## config.mk

```make
export PLATFORM = sky130hd
export DESIGN_NAME = utf8_codepoint_counter
export DESIGN_NICKNAME = d
export VERILOG_FILES = /design/src/hdl/utf8cc_pkg.sv /design/src/hdl/utf8cc_decode.sv /design/src/hdl/utf8cc_counter.sv /design/src/hdl/utf8_codepoint_counter.sv
export VERILOG_INCLUDE_DIRS = /design/src /design/src/hdl
export SDC_FILE = /design/constraint.sdc
export NUM_CORES = 1
export LEC_CHECK = 0
export ABC_AREA = 1
export BUFFER_PORTS_ARGS = -buffer_cell sky130_fd_sc_hd__buf_4
export CAP_MARGIN = 20
export CORE_ASPECT_RATIO = 2
export CORE_MARGIN = 2
export CORE_UTILIZATION = 60
export DETAILED_ROUTE_END_ITERATION = 12
export HOLD_SLACK_MARGIN = 0.05
export PLACE_DENSITY = 0.9
export SETUP_SLACK_MARGIN = 0.1
export SKIP_LAST_GASP = 1
export SLEW_MARGIN = 20
export SYNTH_ARGS = -nofsm -noshare
export SYNTH_HDL_FRONTEND = slang
export SYNTH_SLANG_ARGS = --single-unit
```

## constraint.sdc

```tcl
create_clock -name clock -period 4.91 [get_ports clock]
set_clock_uncertainty 0.2 [all_clocks]
set_input_delay 0.491 -clock clock [delete_from_list [all_inputs] [get_ports clock]]
set_output_delay 0.491 -clock clock [all_outputs]
set_load 0.01 [all_outputs]
```

## src/hdl/utf8_codepoint_counter_assert.svh

```systemverilog
// Assertion macros for the code point counter.
`ifndef UTF8_CODEPOINT_COUNTER_ASSERT_SVH
`define UTF8_CODEPOINT_COUNTER_ASSERT_SVH
`ifndef NO_ASSERTIONS
`define UCC_ASSERT_SAME(label, clk, rst, ante, cons, msg) \
   label: assert property (@(posedge clk) disable iff (rst) (ante) |-> (cons)) \
      else $error(msg);
`define UCC_ASSERT_NEXT(label, clk, rst, ante, cons, msg) \
   label: assert property (@(posedge clk) disable iff (rst) (ante) |=> (cons)) \
      else $error(msg);
`else
`define UCC_ASSERT_SAME(label, clk, rst, ante, cons, msg)
`define UCC_ASSERT_NEXT(label, clk, rst, ante, cons, msg)
`endif
`endif

```

## src/hdl/utf8cc_pkg.sv

```systemverilog
package utf8cc_pkg;

   localparam int OUT_BITS = 32;
   localparam int INC_BITS = 3;
   localparam int VAL_BITS = 21;

   localparam logic [7:0] TOP_MASK   = 8'h80;
   localparam logic [7:0] CONT_MASK  = 8'hc0;
   localparam logic [7:0] CONT_CODE  = 8'h80;
   localparam logic [7:0] LEAD2_MASK = 8'he0;
   localparam logic [7:0] LEAD2_CODE = 8'hc0;
   localparam logic [7:0] LEAD3_MASK = 8'hf0;
   localparam logic [7:0] LEAD3_CODE = 8'he0;
   localparam logic [7:0] LEAD4_MASK = 8'hf8;
   localparam logic [7:0] LEAD4_CODE = 8'hf0;
   localparam logic [7:0] PAYLOAD6   = 8'h3f;
   localparam logic [7:0] PAYLOAD5   = 8'h1f;
   localparam logic [7:0] PAYLOAD4   = 8'h0f;
   localparam logic [7:0] PAYLOAD3   = 8'h07;

   localparam logic [VAL_BITS-1:0] MIN_W2    = 21'h000080;
   localparam logic [VAL_BITS-1:0] MIN_W3    = 21'h000800;
   localparam logic [VAL_BITS-1:0] MIN_W4    = 21'h010000;
   localparam logic [VAL_BITS-1:0] MAX_CP    = 21'h10ffff;
   localparam logic [VAL_BITS-1:0] SURR_LO   = 21'h00d800;
   localparam logic [VAL_BITS-1:0] SURR_HI   = 21'h00dfff;

   localparam logic [2:0] WIDTH_NONE = 3'd0;
   localparam logic [2:0] WIDTH_TWO  = 3'd2;
   localparam logic [2:0] WIDTH_THREE = 3'd3;
   localparam logic [2:0] WIDTH_FOUR = 3'd4;

   typedef struct packed {
      logic [2:0]          expected_width;
      logic [1:0]          bytes_taken;
      logic [VAL_BITS-1:0] partial_value;
   } seq_state_type;

endpackage

```

## src/hdl/utf8cc_decode.sv

```systemverilog
module utf8cc_decode (
   input  utf8cc_pkg::seq_state_type        seq_cur,
   input  logic [7:0]                       data_byte,
   input  logic                             last_byte,
   output utf8cc_pkg::seq_state_type        seq_next,
   output logic [utf8cc_pkg::INC_BITS-1:0]  inc
);
   import utf8cc_pkg::*;

   function automatic logic seq_valid(input logic [2:0] w, input logic [VAL_BITS-1:0] v);
      logic ok;
      ok = 1'b1;
      if (w == WIDTH_TWO && v < MIN_W2) ok = 1'b0;
      if (w == WIDTH_THREE && v < MIN_W3) ok = 1'b0;
      if (w == WIDTH_FOUR && v < MIN_W4) ok = 1'b0;
      if (v > MAX_CP) ok = 1'b0;
      if (v >= SURR_LO && v <= SURR_HI) ok = 1'b0;
      return ok;
   endfunction

   logic                is_cont;
   logic                st_open;
   logic [2:0]          st_width;
   logic [VAL_BITS-1:0] st_value;
   logic [VAL_BITS-1:0] pv;
   logic [1:0]          tk;
   logic [2:0]          tk_ext;
   logic [2:0]          open_inc;

   // Decode of the byte as the start of a new sequence.
   always_comb begin
      st_open  = 1'b0;
      st_width = WIDTH_NONE;
      st_value = '0;
      if ((data_byte & LEAD2_MASK) == LEAD2_CODE) begin
         st_width = WIDTH_TWO;
         st_value = {13'd0, data_byte & PAYLOAD5};
      end else if ((data_byte & LEAD3_MASK) == LEAD3_CODE) begin
         st_width = WIDTH_THREE;
         st_value = {13'd0, data_byte & PAYLOAD4};
      end else if ((data_byte & LEAD4_MASK) == LEAD4_CODE) begin
         st_width = WIDTH_FOUR;
         st_value = {13'd0, data_byte & PAYLOAD3};
      end
      // A lead byte that is also the final byte stays a single count.
      if ((data_byte & TOP_MASK) != 8'h00 && st_width != WIDTH_NONE && !last_byte) begin
         st_open = 1'b1;
      end
   end

   always_comb begin
      is_cont  = (data_byte & CONT_MASK) == CONT_CODE;
      pv       = {seq_cur.partial_value[VAL_BITS-7:0], data_byte[5:0]};
      tk       = seq_cur.bytes_taken + 2'd1;
      tk_ext   = {1'b0, tk};
      open_inc = 3'd1 + {1'b0, seq_cur.bytes_taken};
      seq_next = '0;
      inc      = '0;
      if (seq_cur.expected_width != WIDTH_NONE && is_cont) begin
         if (tk_ext + 3'd1 >= seq_cur.expected_width) begin
            inc = seq_valid(seq_cur.expected_width, pv) ? 3'd1 : seq_cur.expected_width;
         end else if (last_byte) begin
            inc = tk_ext + 3'd1;
         end else begin
            seq_next.expected_width = seq_cur.expected_width;
            seq_next.bytes_taken    = tk;
            seq_next.partial_value  = pv;
         end
      end else begin
         // A broken sequence counts its lead and taken bytes, then the byte
         // is decoded again as a fresh start.
         if (seq_cur.expected_width != WIDTH_NONE) begin
            inc = open_inc;
         end
         if (st_open) begin
            seq_next.expected_width = st_width;
            seq_next.partial_value  = st_value;
         end else begin
            inc = inc + 3'd1;
         end
      end
   end

endmodule

```

## src/hdl/utf8cc_counter.sv

```systemverilog
module utf8cc_counter #(
   parameter int COUNT_BITS = 32
) (
   input  logic                             clock,
   input  logic                             reset,
   input  logic                             step,
   input  logic                             flush,
   input  logic [utf8cc_pkg::INC_BITS-1:0]  inc,
   output logic [utf8cc_pkg::OUT_BITS-1:0]  total
);
   import utf8cc_pkg::*;

   logic [COUNT_BITS-1:0] running_count_ff;
   logic [COUNT_BITS-1:0] running_count_in;
   logic [COUNT_BITS:0]   sum_wide;
   logic [COUNT_BITS-1:0] sat;

   always_comb begin
      sum_wide = {1'b0, running_count_ff} + {{(COUNT_BITS + 1 - INC_BITS){1'b0}}, inc};
      sat      = sum_wide[COUNT_BITS] ? '1 : sum_wide[COUNT_BITS-1:0];
      running_count_in = running_count_ff;
      if (step) begin
         running_count_in = flush ? '0 : sat;
      end
   end

   generate
      if (COUNT_BITS > OUT_BITS) begin : g_clamp
         assign total = (|sat[COUNT_BITS-1:OUT_BITS]) ? '1 : sat[OUT_BITS-1:0];
      end else if (COUNT_BITS == OUT_BITS) begin : g_same
         assign total = sat;
      end else begin : g_extend
         assign total = {{(OUT_BITS - COUNT_BITS){1'b0}}, sat};
      end
   endgenerate

   always_ff @(posedge clock) begin
      if (reset) begin
         running_count_ff <= '0;
      end else begin
         running_count_ff <= running_count_in;
      end
   end

endmodule

```

## src/hdl/utf8_codepoint_counter.sv

```systemverilog
// Channel | Direction | Handshake             | Payload
// req     | in        | req_valid / req_stall | req_data_byte[7:0], req_last_byte
// rsp     | out       | rsp_valid / rsp_stall | rsp_codepoint_count[31:0]
//
// One byte is taken per cycle while no final byte is held by a stalled result;
// each byte passes through the input register, and the count of a finished
// string is loaded into the result register as its final byte leaves the input register.
// The sequence state and running count update in one pass, which sets the rate.
// Synchronous reset clears the sequence state, the count and both valid flags.
// A stalled result holds only a final byte in the input register; other bytes
// keep flowing.
module utf8_codepoint_counter #(
   parameter int COUNT_BITS = 32
) (
   input  logic        clock,
   input  logic        reset,
   input  logic        req_valid,
   output logic        req_stall,
   input  logic [7:0]  req_data_byte,
   input  logic        req_last_byte,
   output logic        rsp_valid,
   input  logic        rsp_stall,
   output logic [31:0] rsp_codepoint_count
);
   import utf8cc_pkg::*;

   `include "utf8_codepoint_counter_assert.svh"

   logic                s1_valid_ff;
   logic                s1_valid_in;
   logic [7:0]          s1_byte_ff;
   logic                s1_last_ff;
   logic                s1_adv;
   logic                s1_fire;
   logic                req_take;
   logic                out_load;
   logic                rsp_valid_ff;
   logic                rsp_valid_in;
   logic [OUT_BITS-1:0] rsp_count_ff;
   logic [OUT_BITS-1:0] total;
   logic [INC_BITS-1:0] inc;
   seq_state_type       seq_ff;
   seq_state_type       seq_in;
   seq_state_type       seq_next;

   // Only a final byte needs room in the result register.
   assign s1_adv    = !s1_last_ff || !rsp_valid_ff || !rsp_stall;
   assign s1_fire   = s1_valid_ff && s1_adv;
   assign req_stall = s1_valid_ff && !s1_adv;
   assign req_take  = req_valid && !req_stall;
   assign out_load  = s1_fire && s1_last_ff;

   assign s1_valid_in  = req_take || (s1_valid_ff && !s1_adv);
   assign rsp_valid_in = out_load || (rsp_valid_ff && rsp_stall);
   assign seq_in       = s1_fire ? seq_next : seq_ff;

   utf8cc_decode u_decode (
      .seq_cur   (seq_ff),
      .data_byte (s1_byte_ff),
      .last_byte (s1_last_ff),
      .seq_next  (seq_next),
      .inc       (inc)
   );

   utf8cc_counter #(
      .COUNT_BITS (COUNT_BITS)
   ) u_counter (
      .clock (clock),
      .reset (reset),
      .step  (s1_fire),
      .flush (s1_last_ff),
      .inc   (inc),
      .total (total)
   );

   always_ff @(posedge clock) begin
      if (reset) begin
         s1_valid_ff  <= 1'b0;
         rsp_valid_ff <= 1'b0;
         seq_ff       <= '0;
      end else begin
         s1_valid_ff  <= s1_valid_in;
         rsp_valid_ff <= rsp_valid_in;
         seq_ff       <= seq_in;
      end
   end

   always_ff @(posedge clock) begin
      if (req_take) begin
         s1_byte_ff <= req_data_byte;
         s1_last_ff <= req_last_byte;
      end
      if (out_load) begin
         rsp_count_ff <= total;
      end
   end

   assign rsp_valid           = rsp_valid_ff;
   assign rsp_codepoint_count = rsp_count_ff;

   `UCC_ASSERT_NEXT(a_final_gives_result, clock, reset, out_load, rsp_valid, "final byte gave no result")
   `UCC_ASSERT_NEXT(a_final_closes_seq, clock, reset, out_load, seq_ff.expected_width == WIDTH_NONE, "sequence left open after final byte")
   `UCC_ASSERT_SAME(a_closed_no_taken, clock, reset, seq_ff.expected_width == WIDTH_NONE, seq_ff.bytes_taken == 2'd0, "bytes taken with no open sequence")

endmodule

```

==> flow_summary.yaml <==
clock_network:
  numCtsBuffers: 9
  clock_latency_ns: 0.36
  root_buffer: "clkbuf_16"
  cts_setup_buffers: 0
  ctsLongestPathBuffers: 2
  cts_tree: "built"
  ctsHtreeMaxLevel: 3
  clkTransAtPathRegs_ns: 0.06
  cts_sinks: 95
sta:
  finalWorstSetupSlack_ns: 0.498
  worst_pin_slew_ns: 1.06
  slew_headroom_pct: 29.0
  fin_crit_sh_pct: 89.9
  drv_slew: 0
  finalHoldViolations: 0
  setup_viol: 0
  fin_setup_tns_ns: 0
  max_freq_ghz: 0.227
  fin_crit_ns: 4.41
  rsz0062_at_grt: "no"
synthesis:
  syn_area_um2: 5060
  yosysTopAreaCell: "edfxtp_1"
  synth_seq_cells: 95
  async_reset_ff_share_pct: 0
  synth_area_per_cell_um2: 7.72
  synth.area.top_cells: "edfxtp_1 (24%), dfxtp_1 (21%), nand2_1 (17%)"
  synth_cells: 656
  synth_top_area_share_pct: 24.3
  synth_edf_count: 41
  ys_warn_count: 0
  syn_nets: 679
  synthFlopType: "dfxtp_1"
  yosysSeqAreaShare_pct: 45.7
  ys_types: 36
pwr:
  switching_share_pct: 24.0
  p_comb_share_pct: 6.2
  switchingPower_uw: 384
  total_power_uw: 1600
  clockPowerShare_pct: 40.9
  cell_internal_pwr_uw: 1210
  peakVddDrop_mv: 0.241
  pwr-share-seq_pct: 52.9
  p_leak_uw: 0.00238
  power.density_nw_per_um2: 280
run_status:
  status: "finished, final reports clean"
min_path:
  min_path_type: "input port to register"
floorplan:
  die_h_um: 134
  fp.dieArea_um2: 9240
  fp.dieW_um: 69.0
  design.core.area_um2: 8230
  ios: 47
  rows: 47
  start_util_pct: 61.5
final_layout:
  finalNetCount: 717
  n_fill_cell: 690
  seq_area_um2: 2310
  multiInputGateArea_um2: 2430
  final_util_pct: 69.4
  diodes: 0
  final_area_um2: 5710
  syn_to_final_growth_pct: 12.7
  drive_gt1_share_pct: 17.7
setup_path:
  crit_required_ns: 4.99
  critPathLaunchType: "register"
  cp_max_fo: 32
  end_kind: "register"
  crit_type: "register to register"
  arrival_ns: 4.49
global_route:
  antenna_found_initial: 0
  grt_pass1_vias: 4438
  gr-total-overflow: 0
  grt_first_pass_wirelength_um: 20800
  grt.total_usage_pct: 30.5
  grt_max_degree: 51
detailed_routing:
  antenna_left: 0
  wl_um: 12600
  dr.pass1.iters: 5
  via_per_inst: 5.63
  wl_per_cell_um: 15.8
  drt_iter0_markers: 360
  vias: 4485
  drc: 0
place:
  io_buffers: 46
  dp_hpwl_um: 9300
  place_ws_ns: 0.491
  place_congestion: 0.972
  placed_cell_area_um2: 5430
run:
  maxCapViolCount: 0
[flip-flops by register name, summed over array words and instances (netlist names)]
signal                      cells
s1_byte_ff                      8
rsp_valid                       1
rsp_codepoint_count            32
s1_last_ff                      1
u_counter.running_count_ff     32
s1_valid_ff                     1
seq_ff                         20
[kinds of logic (layout without fill, tap and decap cells)]
logic type / after synthesis / count (layout) / share of synthesized area [%]
AOI/OAI and AO/OA: 75 / 75 / 8.30
xor gates and xnor gates: 4 / 4 / 0.692
adders and majority gates: 10 / 10 / 2.62
buffers and inverters: 80 / 123 / 6.60
DFF: 95 / 95 / 45.7
muxes: 1 / 1 / 0.198
and+or+nand+nor: 391 / 391 / 35.9
[metal layers]
| metal | vias up | wire length (um) | track usage, % |
|---|---|---|---|
| met1 | 2062 | 4200 | 29.1 |
| met4 | 0 | 885 | 22.7 |
| met3 | 60 | 618 | 6.96 |
| met5 | - | 0 | 0 |
| li1 | 2194 | - | - |
| met2 | 169 | 6900 | 53.2 |
[final cells by class]
cell class / instances / area share [%]
clock buffers: 10 / 4.01
clock inverters: 6 / 0.723
inverters: 60 / 3.94
multi-input cells: 481 / 42.5
flip-flops and latches: 95 / 40.5
well taps: 98 / 2.15
repair buffers: 47 / 6.18
[worst paths after layout]
check	slack [ns]	start	depth (start not counted)	endpoint
hold / removal	0.11	req_data_byte[6]	1	s1_byte_ff[6]$_DFFE_PP_
setup reg to reg	0.50	seq_ff[21]$_SDFFE_PP0P_	25	u_counter.running_count_ff[31]$_SDFFE_PP0P_
setup / recovery	0.50	seq_ff[21]$_SDFFE_PP0P_	25	u_counter.running_count_ff[31]$_SDFFE_PP0P_
hold reg to reg	0.27	seq_ff[1]$_SDFFE_PP0P_	2	seq_ff[7]$_SDFFE_PP0P_
[synthesized netlist by cell type (2+ instances only)]
master / count
nor3_1: 5
a21oi_2: 5
a311oi_1: 3
buf_6: 3
o21ai_0: 13
nand2_2: 12
nand2_1: 223
xor2_1: 2
a21oi_1: 50
nor3_2: 2
xnor2_1: 2
nor2_4: 2
nor2_1: 67
nand4_1: 5
nand3b_1: 11
nand3_1: 25
inv_1: 59
dfxtp_1: 54
edfxtp_1: 41
nor2_2: 8
or2_2: 4
buf_4: 2
nand3_2: 24
ha_1: 9
clkbuf_1: 12
buf_2: 3
[power groups by stage]
stage               registers, uW  logic [uW]  clock network, uW
CTS                           845        99.2                656
floorplan                     861        67.3                  0
detailed placement            863        99.0                  0
global route                  846         110                690
finish                        845        99.4                653
global placement              862        94.8                  0
[placed cells by master (no fill, tap or decap), types with 2 or more instances in the layout]
| cell | n |
|---|---|
| nand2_1 | 223 |
| nor2_1 | 67 |
| inv_1 | 58 |
| dfxtp_1 | 54 |
| a21oi_1 | 50 |
| buf_4 | 47 |
| edfxtp_1 | 41 |
| nand3_1 | 25 |
| nand3_2 | 24 |
| o21ai_0 | 13 |
| nand2_2 | 12 |
| nand3b_1 | 11 |
| ha_1 | 9 |
| clkbuf_16 | 9 |
| nor2_2 | 8 |
| nor3_1 | 5 |
| nand4_1 | 5 |
| a21oi_2 | 5 |
| or2_2 | 4 |
| a311oi_1 | 3 |
| inv_4 | 3 |
| nor3_2 | 2 |
| inv_2 | 2 |
| nor2_4 | 2 |
| xnor2_1 | 2 |
| xor2_1 | 2 |
| inv_6 | 2 |
[stage by stage]
| step | hold WS [ns] | std cells |
|---|---|---|
| after floorplan | 0.239 | 656 |
| after global placement | 0.252 | 781 |
| after detailed placement | 0.258 | 781 |
| after CTS | 0.108 | 797 |
| after global routing | 0.108 | 797 |
| final | 0.113 | 797 |
[worst max-delay path, cell delays in order (launching register included)]
cell and delay, ns:
dfxtp_1 0.38, inv_1 0.14, ha_1 0.33, inv_1 0.07
nand2_1 0.07, nand2_1 0.07, ha_1 0.29, nand2_1 0.06
o21a_1 0.18, nand2_1 0.15, inv_1 0.14, o211ai_1 0.15
nand2_1 0.07, a21oi_1 0.13, ha_1 0.18, inv_1 0.06
fa_1 0.39, inv_1 0.09, nand2_1 0.08, a21boi_2 0.18
nand2_1 0.11, nor2_4 0.16, nand2_8 0.22, nand3_1 0.20
nand2_1 0.07, a21oi_1 0.16
[what timing repair did]
action,in CTS,in global routing
hold buffers,0,0
endpoints found under the setup margin,0,7
endpoints found under the hold margin,0,0
resized for setup,0,1
No activity file was read; power rests on OpenSTA's default activity.
